**src/mrt_pkg.sv**
```systemverilog
`default_nettype none
package mrt_pkg;
    localparam int TABLE_ENTRIES_DEF = 32;
    localparam int NUM_PORTS_DEF     = 8;
    localparam logic [11:0] VLAN_MASK = 12'hFFF;

    typedef enum logic [2:0] {
        CMD_ADD    = 3'd0,
        CMD_DEL    = 3'd1,
        CMD_REPL   = 3'd2,
        CMD_FLUSH  = 3'd3,
        CMD_COUNT  = 3'd4,
        CMD_SETP   = 3'd5,
        CMD_BAD6   = 3'd6,
        CMD_BAD7   = 3'd7
    } t_cmd;

    localparam logic [1:0] ST_OK        = 2'd0;
    localparam logic [1:0] ST_NOT_FOUND = 2'd1;
    localparam logic [1:0] ST_FULL      = 2'd2;
    localparam logic [1:0] ST_UNREG     = 2'd3;

    typedef struct packed {
        logic [1:0]  status;
        logic [2:0]  out_port;
        logic [11:0] out_vlan;
        logic [7:0]  port_mask;
        logic        last;
    } t_res;
endpackage
`default_nettype wire

```
**src/mrt_out_reg.sv**
```systemverilog
`default_nettype none
// One-entry output register between engine and master side.
module mrt_out_reg (
    input  wire            i_clk,
    input  wire            i_rst_n,
    input  wire            i_valid,
    output logic           o_ready,
    input  mrt_pkg::t_res  i_res,
    input  wire [5:0]      i_count,
    output logic           o_valid,
    input  wire            i_ready,
    output mrt_pkg::t_res  o_res,
    output logic [5:0]     o_count
);
    logic r_valid;
    assign o_ready = !r_valid || i_ready;
    assign o_valid = r_valid;
    always_ff @(posedge i_clk) begin
        if (!i_rst_n) begin
            r_valid <= 1'b0;
        end else if (o_ready) begin
            r_valid <= i_valid;
        end
        if (o_ready && i_valid) begin
            o_res   <= i_res;
            o_count <= i_count;
        end
    end
endmodule
`default_nettype wire

```
**src/multicast_replication_table.sv**
```systemverilog
// Flow: add, delete and replicate scan every table entry (S_SCAN), then decide (S_ACT); the result
//   passes through the output register. Other commands go straight to S_ACT. A replicate hit
//   then checks each port (S_REPL) and emits its copies (S_EMIT), one per cycle unless the output stalls.
// Commands: one at a time; a new command is taken only in S_IDLE, once the last result of the
//   previous command has been taken by the output register.
// Reset: synchronous active low; clears valid bits, port tables and count, not key/mask memories.
`default_nettype none
module multicast_replication_table #(
    parameter int TABLE_ENTRIES = mrt_pkg::TABLE_ENTRIES_DEF,
    parameter int NUM_PORTS     = mrt_pkg::NUM_PORTS_DEF
) (
    input  wire         i_clk,
    input  wire         i_rst_n,
    input  wire         s_axis_tvalid,
    output logic        s_axis_tready,
    // tdata: mac_addr[47:0], vlan_id[59:48], port[62:60], src_mac[110:63],
    //        priv_vlan[122:111], zero pad to 128
    input  wire [127:0] s_axis_tdata,
    // tuser: command[2:0]
    input  wire [2:0]   s_axis_tuser,
    output logic        m_axis_tvalid,
    input  wire         m_axis_tready,
    // tdata: status[1:0], out_port[4:2], out_vlan[16:5], port_mask[24:17],
    //        use_count[30:25], zero pad to 32
    output logic [31:0] m_axis_tdata,
    output logic        m_axis_tlast
);
    localparam int IW = (TABLE_ENTRIES > 1) ? $clog2(TABLE_ENTRIES) : 1;
    localparam int CW = $clog2(TABLE_ENTRIES + 1);
    localparam int PL = (NUM_PORTS < 8) ? NUM_PORTS : 8;
    localparam int PW = (PL > 1) ? $clog2(PL) : 1;

    typedef enum logic [4:0] {
        S_IDLE = 5'b00001,
        S_SCAN = 5'b00010,
        S_ACT  = 5'b00100,
        S_REPL = 5'b01000,
        S_EMIT = 5'b10000
    } t_state;

    // entry memories: key and mask, one read port, registered read
    logic [59:0] r_key_mem [TABLE_ENTRIES];
    logic [7:0]  r_msk_mem [TABLE_ENTRIES];
    logic [59:0] r_key_q;
    logic [7:0]  r_msk_q;
    logic [TABLE_ENTRIES-1:0] r_vld;
    // only ports below PL (NUM_PORTS, at most 8) are addressable, so the port tables stop there
    logic [47:0] r_pmac [PL];
    logic [11:0] r_pvlan [PL];

    t_state      r_state;
    mrt_pkg::t_cmd r_cmd;
    logic [59:0] r_key;
    logic [2:0]  r_port;
    logic [47:0] r_src;
    logic [11:0] r_pv;
    logic [CW-1:0] r_ctr, r_rd;      // read address issued / entry checked
    logic        r_hit, r_free_ok;
    logic [IW-1:0] r_hit_i, r_free_i;
    logic [CW-1:0] r_used;
    logic [7:0]  r_mask, r_sel;
    logic [3:0]  r_pi;
    logic        r_rdv;

    logic          ob_ready;
    logic          e_valid;
    mrt_pkg::t_res e_res;
    mrt_pkg::t_res o_res;
    logic [5:0]    o_cnt;
    logic          port_ok;

    assign port_ok = 32'(r_port) < PL;
    assign s_axis_tready = (r_state == S_IDLE);

    // pending selection: lowest set bit of r_sel at or above r_pi
    logic [7:0] rem;
    logic [2:0] nxt;
    logic       more;
    always_comb begin
        rem = r_sel & ~((8'd1 << r_pi[2:0]) - 8'd1);
        if (r_pi[3]) rem = 8'd0;
        nxt = 3'd0;
        for (int k = 7; k >= 0; k--) begin
            if (rem[k]) nxt = 3'(k);
        end
        more = |(rem & ~(8'd1 << nxt));
    end

    always_ff @(posedge i_clk) begin
        r_key_q <= r_key_mem[r_ctr[IW-1:0]];
        r_msk_q <= r_msk_mem[r_ctr[IW-1:0]];
        if (r_state == S_ACT && r_cmd == mrt_pkg::CMD_ADD && port_ok) begin
            if (r_hit) begin
                r_msk_mem[r_hit_i] <= r_mask | (8'd1 << r_port);
            end else if (r_free_ok) begin
                r_msk_mem[r_free_i] <= 8'd1 << r_port;
                r_key_mem[r_free_i] <= r_key;
            end
        end else if (r_state == S_ACT && r_cmd == mrt_pkg::CMD_DEL && r_hit && port_ok) begin
            r_msk_mem[r_hit_i] <= r_mask & ~(8'd1 << r_port);
        end
    end

    always_comb begin
        e_valid = 1'b0;
        e_res   = '0;
        e_res.last = 1'b1;
        e_res.status = mrt_pkg::ST_OK;
        if (r_state == S_ACT) begin
            case (r_cmd)
                mrt_pkg::CMD_ADD: begin
                    e_valid = 1'b1;
                    if (!port_ok) e_res.status = mrt_pkg::ST_NOT_FOUND;
                    else if (r_hit) e_res.port_mask = r_mask | (8'd1 << r_port);
                    else if (r_free_ok) e_res.port_mask = 8'd1 << r_port;
                    else e_res.status = mrt_pkg::ST_FULL;
                end
                mrt_pkg::CMD_DEL: begin
                    e_valid = 1'b1;
                    if (!port_ok || !r_hit) e_res.status = mrt_pkg::ST_NOT_FOUND;
                    else e_res.port_mask = r_mask & ~(8'd1 << r_port);
                end
                mrt_pkg::CMD_REPL: begin
                    e_valid = !r_hit;
                    e_res.status = mrt_pkg::ST_NOT_FOUND;
                end
                mrt_pkg::CMD_FLUSH, mrt_pkg::CMD_COUNT: e_valid = 1'b1;
                mrt_pkg::CMD_SETP: begin
                    e_valid = 1'b1;
                    if (!port_ok) e_res.status = mrt_pkg::ST_NOT_FOUND;
                end
                default: begin
                    e_valid = 1'b1;
                    e_res.status = mrt_pkg::ST_NOT_FOUND;
                end
            endcase
        end else if (r_state == S_EMIT) begin
            e_valid = 1'b1;
            e_res.port_mask = r_mask;
            if (rem != 8'd0) begin
                e_res.out_port = nxt;
                e_res.out_vlan = r_pvlan[nxt[PW-1:0]];
                e_res.status = (e_res.out_vlan != 12'd0) ? mrt_pkg::ST_OK : mrt_pkg::ST_UNREG;
                e_res.last = !more;
            end
        end
    end

    // use count as seen by the result: updated with the command
    logic [CW-1:0] res_cnt;
    always_comb begin
        res_cnt = r_used;
        if (r_state == S_ACT) begin
            if (r_cmd == mrt_pkg::CMD_ADD && port_ok && !r_hit && r_free_ok)
                res_cnt = r_used + CW'(1);
            else if (r_cmd == mrt_pkg::CMD_DEL && port_ok && r_hit
                     && (r_mask & ~(8'd1 << r_port)) == 8'd0)
                res_cnt = r_used - CW'(1);
            else if (r_cmd == mrt_pkg::CMD_FLUSH)
                res_cnt = '0;
        end
    end

    always_ff @(posedge i_clk) begin
        if (!i_rst_n) begin
            r_state <= S_IDLE;
            r_vld   <= '0;
            r_used  <= '0;
            r_rdv   <= 1'b0;
            for (int p = 0; p < PL; p++) begin
                r_pmac[p]  <= '0;
                r_pvlan[p] <= '0;
            end
        end else begin
            case (r_state)
                S_IDLE: if (s_axis_tvalid) begin
                    r_cmd  <= mrt_pkg::t_cmd'(s_axis_tuser);
                    r_key  <= s_axis_tdata[59:0];
                    r_port <= s_axis_tdata[62:60];
                    r_src  <= s_axis_tdata[110:63];
                    r_pv   <= s_axis_tdata[122:111] & mrt_pkg::VLAN_MASK;
                    r_ctr  <= '0;
                    r_rdv  <= 1'b0;
                    r_hit  <= 1'b0;
                    r_free_ok <= 1'b0;
                    r_hit_i <= '0;
                    r_free_i <= '0;
                    r_mask <= '0;
                    if (s_axis_tuser inside {mrt_pkg::CMD_ADD, mrt_pkg::CMD_DEL,
                                             mrt_pkg::CMD_REPL})
                        r_state <= S_SCAN;
                    else
                        r_state <= S_ACT;
                end
                S_SCAN: begin
                    // check entry read last cycle
                    if (r_rdv) begin
                        if (r_vld[r_rd[IW-1:0]] && r_key_q == r_key && !r_hit) begin
                            r_hit <= 1'b1;
                            r_hit_i <= r_rd[IW-1:0];
                            r_mask <= r_msk_q;
                        end
                        if (!r_vld[r_rd[IW-1:0]] && !r_free_ok) begin
                            r_free_ok <= 1'b1;
                            r_free_i <= r_rd[IW-1:0];
                        end
                    end
                    r_rd  <= r_ctr;
                    if (32'(r_ctr) < TABLE_ENTRIES) begin
                        r_rdv <= 1'b1;
                        r_ctr <= r_ctr + CW'(1);
                    end else begin
                        r_rdv <= 1'b0;
                        if (!r_rdv) r_state <= S_ACT;
                    end
                end
                S_ACT: if (e_valid ? ob_ready : 1'b1) begin
                    r_used <= res_cnt;
                    case (r_cmd)
                        mrt_pkg::CMD_ADD:
                            if (port_ok && !r_hit && r_free_ok) r_vld[r_free_i] <= 1'b1;
                        mrt_pkg::CMD_DEL:
                            if (port_ok && r_hit && (r_mask & ~(8'd1 << r_port)) == 8'd0)
                                r_vld[r_hit_i] <= 1'b0;
                        mrt_pkg::CMD_FLUSH: r_vld <= '0;
                        mrt_pkg::CMD_SETP:
                            if (port_ok) begin
                                r_pmac[r_port[PW-1:0]]  <= r_key[47:0];
                                r_pvlan[r_port[PW-1:0]] <= r_pv;
                            end
                        default: ;
                    endcase
                    if (r_cmd == mrt_pkg::CMD_REPL && r_hit) begin
                        r_pi  <= '0;
                        r_sel <= '0;
                        r_state <= S_REPL;
                    end else begin
                        r_state <= S_IDLE;
                    end
                end
                S_REPL: begin
                    // one port per cycle: member and source check
                    if (32'(r_pi) < PL) begin
                        if (r_mask[r_pi[2:0]] && r_pmac[r_pi[PW-1:0]] != r_src)
                            r_sel[r_pi[2:0]] <= 1'b1;
                        r_pi <= r_pi + 4'd1;
                    end else begin
                        r_pi <= '0;
                        r_state <= S_EMIT;
                    end
                end
                S_EMIT: if (ob_ready) begin
                    if (rem == 8'd0 || !more) r_state <= S_IDLE;
                    else r_pi <= {1'b0, nxt} + 4'd1;
                end
                default: r_state <= S_IDLE;
            endcase
        end
    end

    mrt_out_reg u_out (
        .i_clk   (i_clk),
        .i_rst_n (i_rst_n),
        .i_valid (e_valid),
        .o_ready (ob_ready),
        .i_res   (e_res),
        .i_count (6'(res_cnt)),
        .o_valid (m_axis_tvalid),
        .i_ready (m_axis_tready),
        .o_res   (o_res),
        .o_count (o_cnt)
    );
    assign m_axis_tdata = {1'b0, o_cnt, o_res.port_mask, o_res.out_vlan,
                           o_res.out_port, o_res.status};
    assign m_axis_tlast = o_res.last;
endmodule
`default_nettype wire

```
**config.mk**
```make
export PLATFORM = sky130hd
export DESIGN_NAME = multicast_replication_table
export DESIGN_NICKNAME = d
export VERILOG_FILES = /design/src/mrt_pkg.sv /design/src/mrt_out_reg.sv /design/src/multicast_replication_table.sv
export SDC_FILE = /design/constraint.sdc
export NUM_CORES = 2
export LEC_CHECK = 0
export ABC_AREA = 1
export BUFFER_PORTS_ARGS = -buffer_cell sky130_fd_sc_hd__buf_2
export CAP_MARGIN = 30
export CORE_AREA = 2 2 692 694
export DETAILED_ROUTE_END_ITERATION = 12
export DIE_AREA = 0 0 694 696
export PLACE_DENSITY = 0.51
export SLEW_MARGIN = 0
export SYNTH_ARGS = -nofsm -noshare
export SYNTH_HDL_FRONTEND = slang
export SYNTH_HIERARCHICAL = 1
export SYNTH_SLANG_ARGS = --single-unit
```
**constraint.sdc**
```tcl
create_clock -name i_clk -period 12.7 [get_ports i_clk]
set_input_delay 3.81 -clock i_clk [delete_from_list [all_inputs] [get_ports i_clk]]
set_output_delay 3.81 -clock i_clk [all_outputs]
set_load 0.02 [all_outputs]
```
# Yosys cells after proc, flatten, opt, wreduce, memory -nomap -nowiden
# Memories as Yosys holds them, arrays and structs flattened. A register that Yosys moved wholly into a read port is not among the register bits.
# Index checks and enable logic that the tools add are counted.
# classes
n_addsub	6
order_cmp	9
n_eq_ne	31
shifts	3
n_mux	115
bitwise	14
n_reduce_logical	53
# ops
op	count
8-bit two-way mux	14
32-bit one-hot mux with 3 select lines	1
5-bit two-way mux	13
32-bit two-way mux	2
60-bit equality test	1
48-bit two-way mux	1
48-bit != test	1
8-bit one-hot mux with 2 select lines	3
48-bit OR reduction	1
1-bit two-way mux	36
3-bit two-way mux	12
6-bit two-way mux	6
32-bit bitwise AND	1
32-bit NOT	1
32-bit OR	1
26-bit two-way mux	1
5-bit one-hot mux with 5 select lines	1
8-bit bitwise AND	3
4-bit two-way mux	6
2-bit != test (second input constant)	12
8-bit NOT	3
1-bit by 3-bit << shifter with 8-bit output (first input constant)	3
5-bit one-hot mux with 2 select lines	2
1-bit logical AND	18
51 further kinds	88
# word_totals
regBits	246
mem_bits_rw	2656
inputBits	135
output_inout_bits	35
wordCells	260
memories	4
# mem_list
memory	words	word_bits	read_ports	rd_ports_with_merged_regs	wr	line	text
r_key_mem	32	60	1	1	1	multicast_replication_table.sv:42	logic [59:0] r_key_mem [TABLE_ENTRIES];
r_pmac	8	48	1	1	8	multicast_replication_table.sv:48	logic [47:0] r_pmac [PL];
r_msk_mem	32	8	1	1	1	multicast_replication_table.sv:43	logic [7:0] r_msk_mem [TABLE_ENTRIES];
r_pvlan	8	12	1	0	8	multicast_replication_table.sv:49	logic [11:0] r_pvlan [PL];

# Depth between registers and ports, before layout
# logic_depth
depth_word	23
mapped_depth	30
mapped_depth_nobuf	27

# By module
# The synthesis kept the hierarchy.
# by_module_without_submodules
mod	n_inst	cells_each	area_per_inst_um2	seq_area_each_um2
multicast_replication_table	1	9360	117557.7	87133.6
mrt_out_reg	1	39	1012.2	980.9

# Worst setup path before layout
# No wires, ideal clock.
# synth_path
kind	input -> register
from	input i_rst_n
to	register r_cmd[0] (enable)
setup_time_ps	765
arrival_time_ps	12655
t_required_ps	11935
slack_ps	-720
path_stages	3
n_path_buf	1
cell_sequence	inv_1 clkbuf_1 nor3_1
# synth_via
elab_chain_cells	1
# synth_rtl
item	line	text
start: declaration	multicast_replication_table.sv:13	input wire i_rst_n,
3-bit AND reduction (no source line)	--	
end signal: assignment	multicast_replication_table.sv:177	r_cmd <= mrt_pkg::t_cmd'(s_axis_tuser);
end: declaration	multicast_replication_table.sv:52	mrt_pkg::t_cmd r_cmd;
# Every way passes these cells.
# A chain may end at the register's enable or synchronous reset.

==> summary.md <==
| Metric | Value |
|---|---|
| Setup Viol. Count Final | `0` |
| Die ar. | `between 400,000 and 500,000 um^2` |
| Via density | `slightly below 5` |
| Core ar. | `roughly 480,000 um^2` |
| H-Tree Depth | `5` |
| Top cells by area, synth | `edfxtp_1 72%, nor2_1 6.5%, o21ai_0 6.2%` |
| CP Data Arrival Time | `approximately 7400 ps` |
| CP peak stage delay | `around 730 ps` |
| Register bit count reported by yosys | `approximately 3,000` |
| Final Hold Violating Endpoints | `0` |
| Worst hold path type | `reg2reg` |
| Leakage power | `about 45 nW` |
| Number of library cell types mapped by synthesis | `58` |
| Via Count | `roughly 78,000` |
| Maximum buffer depth of the clock tree | `4` |
| CP Buf/Inv Count | `3` |
| Worst-skew pair later-pin latency | `950 ps` |
| Sequential fraction of the synthesis area | `0.7431` |
| Dominant cell type by area after synthesis | `edfxtp_1` |
| Worst path cell trace | `buf_2 > buf_4 > nand2_1 > nor3_4 > nand2_4 > nand2_4 > buf_4` |
| Relative slew slack | `0.3121` |
| Largest net degree at the start of global routing | `about 160` |
| Final wirelength | `roughly 380,000 um` |
| Worst IR Drop VDD | `between 100 and 150 uV` |
| Ratio of cells with drive above 1 in the final layout | `0.1012` |
| Antenna Nets Post-Route | `0` |
| Post-DR wirelength/cell | `23.85 um` |
| CTS buffer count | `between 300 and 400` |
| Post-synthesis async set-or-reset flop share | `0` |
| Area of the mapped netlist | `118,600 um^2` |
| RSZ-0062 raised after global routing | `no` |
| GRT overflow | `0` |
| Clk root buf | `clkbuf_16` |
| Syn avg cell area | `between 10 and 15 um^2` |
| Crit end category | `flip-flop` |
| Die H | `approximately 700 um` |
| TritonRoute pass-1 iters | `7` |
| Sink Count | `a little under 3,000` |
| Power Total | `about 25 mW` |
| Final Max Slew Viols | `0` |
| Critical path fanouts, max | `about 60` |
| Fin nets | `roughly 9,700` |
| HPWL Detailed | `205,900 um` |
| Clock Skews | `roughly 60 ps` |
| Ys flop type | `edfxtp_1` |
| Initial antenna violation count | `between 40 and 50` |
| Startpoint types | `input pin` |
| Post-cts sizing count | `0` |
| Post-synth EDFFs | `between 2,000 and 3,000` |
| Global-route wire length before repair | `between 500,000 and 600,000 um` |
| CTS tree | `yes` |
| P&R area growth vs syn | `16.09%` |
| Hold buffer count at cts | `0` |
| Top post-synthesis cells by count | `2,857 x edfxtp_1, 2,048 x nor2_1, 1,461 x o21ai_0` |
| Worst Path Required | `roughly 13,000 ps` |
| Worst r2r src | `r_pi[0]` |
| Postcts setup bufs | `0` |
| Row cnt | `about 250` |
| Crit path max-delay family | `simple AND/OR/NAND/NOR gates` |
| Final worst setup slack | `a little under 6000 ps` |
| Io pins | `170` |
| Outcome | `complete, no violations` |
| Post-Syn Instances | `approximately 9,400` |
| Critical path type | `in2reg` |
| Worst slew pin tran | `approximately 1000 ps` |
| Die W | `694 um` |
| Tcrit/Tclk final | `0.5379` |
| Initial Utilization | `0.2489` |
| CTS clk-pin slew, worst paths | `about 60 ps` |
| Slowest cell on the critical path | `nand2_4` |
| GRT Util Overall | `0.1524` |
| Drt drc | `0` |
| Pwr dens | `roughly 180 nW/um^2` |
| Vias in the first global route | `around 73,000` |
| Placer Congestion | `~0.8` |
| Top-area cell type share of the netlist area | `0.7236` |
| Tmin final | `just under 7000 ps` |
| Initial DRC count | `approximately 8,400` |
| Fmax | `approximately 0.15 GHz` |
| Setup TNS | `0 ps` |
| Max Cap Violations | `0` |
| Synth Net Count | `9,550` |
| Most numerous cell in the Yosys netlist | `edfxtp_1` |
| Pre-CTS setup slack | `4870 ps` |
| YS warnings | `6` |
| Worst Setup SP | `i_rst_n` |
| Buffers on Ports | `163` |
| Worst Hold Launch | `r_rdv` |
-- final cells by class --
class	count	area, um^2
antenna	4	10.01
inverter	304	1190
clock inverter	156	1471
clock buffer	430	8843
tap	6272	7848
fill	48473	338700
timing repair buffer	409	2960
sequential	2973	88120
multi-input combinational	5495	27200
-- placed cells by master (no fill, tap or decap), drive strengths merged, types with 13 or more instances in the layout --
master,count
clkbuf,430
buf,409
a31o,15
a221oi,38
dfxtp,116
a31oi,33
o22ai,420
xor2,29
nand4,28
bufinv,23
o21ai,1485
nor2,2055
a32oi,29
xnor2,35
o211ai,23
nand2,548
ha,16
a21oi,159
inv,285
a211oi,21
nand3b,30
nand3,208
a41oi,13
o221ai,194
nor3,51
nor4,16
a221o,14
clkinv,147
edfxtp,2857
-- stage by stage --
stage	utilization	instance area, um^2	std cells	hold slack, ps
global placement	0.2667	127000	15441	471.9
CTS	0.2887	137500	16035	488.3
finish	0.2889	137600	16043	493.2
detailed placement	0.2670	127200	15449	477.8
floorplan	-	118600	9399	424.4
global route	0.2889	137600	16040	526.1
-- logic make-up (layout without fill, tap and decap cells) --
| kind of cell | count (synthesis) | in the layout | synth area share |
|---|---|---|---|
| flops | 2973 | 2973 | 0.7431 |
| simple gates | 2945 | 2945 | 0.09916 |
| compound gates | 2469 | 2469 | 0.1204 |
| buf+inv | 931 | 1299 | 0.03084 |
| xor+xnor | 64 | 64 | 0.004727 |
| fa+ha+maj | 16 | 16 | 0.001688 |
| other cells | 1 | 5 | 0.00003163 |
-- final timing paths --
check,to,slack (ps),cells after the start
max,r_pmac[3][8],5870,7
min,r_rdv,490,2
max reg2reg,r_pi[0],7370,23
min reg2reg,r_rdv,490,2
-- worst register-to-register path: cells and delay by family (launching register included) --
kind | cells | cell delay, ps
and+or+nand+nor | 14 | 2430
adders and majority gates | 4 | 1010
buffers and inverters | 3 | 690
DFF | 1 | 530
xor gates and xnor gates | 1 | 200
AOI/OAI and AO/OA | 1 | 160
-- registers in the layout (all words and copies together), names as in the netlist, 4 cells and up, named ones only --
register       count
r_key_mem       1920
r_pmac           384
r_msk_mem        256
r_pvlan           96
r_key             60
r_key_q           60
r_src             48
r_vld             32
u_out/o_res       26
r_pv              12
r_mask             8
r_msk_q            8
r_sel              8
r_ctr              6
r_used             6
u_out/o_count      6
r_free_i           5
r_hit_i            5
r_rd               5
r_state            5
r_pi               4
-- report_power, final --
| group | switching (mW) | total, mW | internal (mW) |
|---|---|---|---|
| logic | 3.42 | 4.58 | 1.16 |
| clock network | 3.93 | 9.30 | 5.37 |
| registers | 0.184 | 11.4 | 11.2 |
| total | 7.53 | 25.3 | 17.8 |
-- layer usage --
metal  wire [um]  share of wire  track usage
met4        9175          0.024      0.03573
met2      175500           0.46       0.2438
met3       28370          0.074      0.02670
met1      169400           0.44       0.2144
met5         103        0.00027            0
No activity file was read; power rests on OpenSTA's default activity.
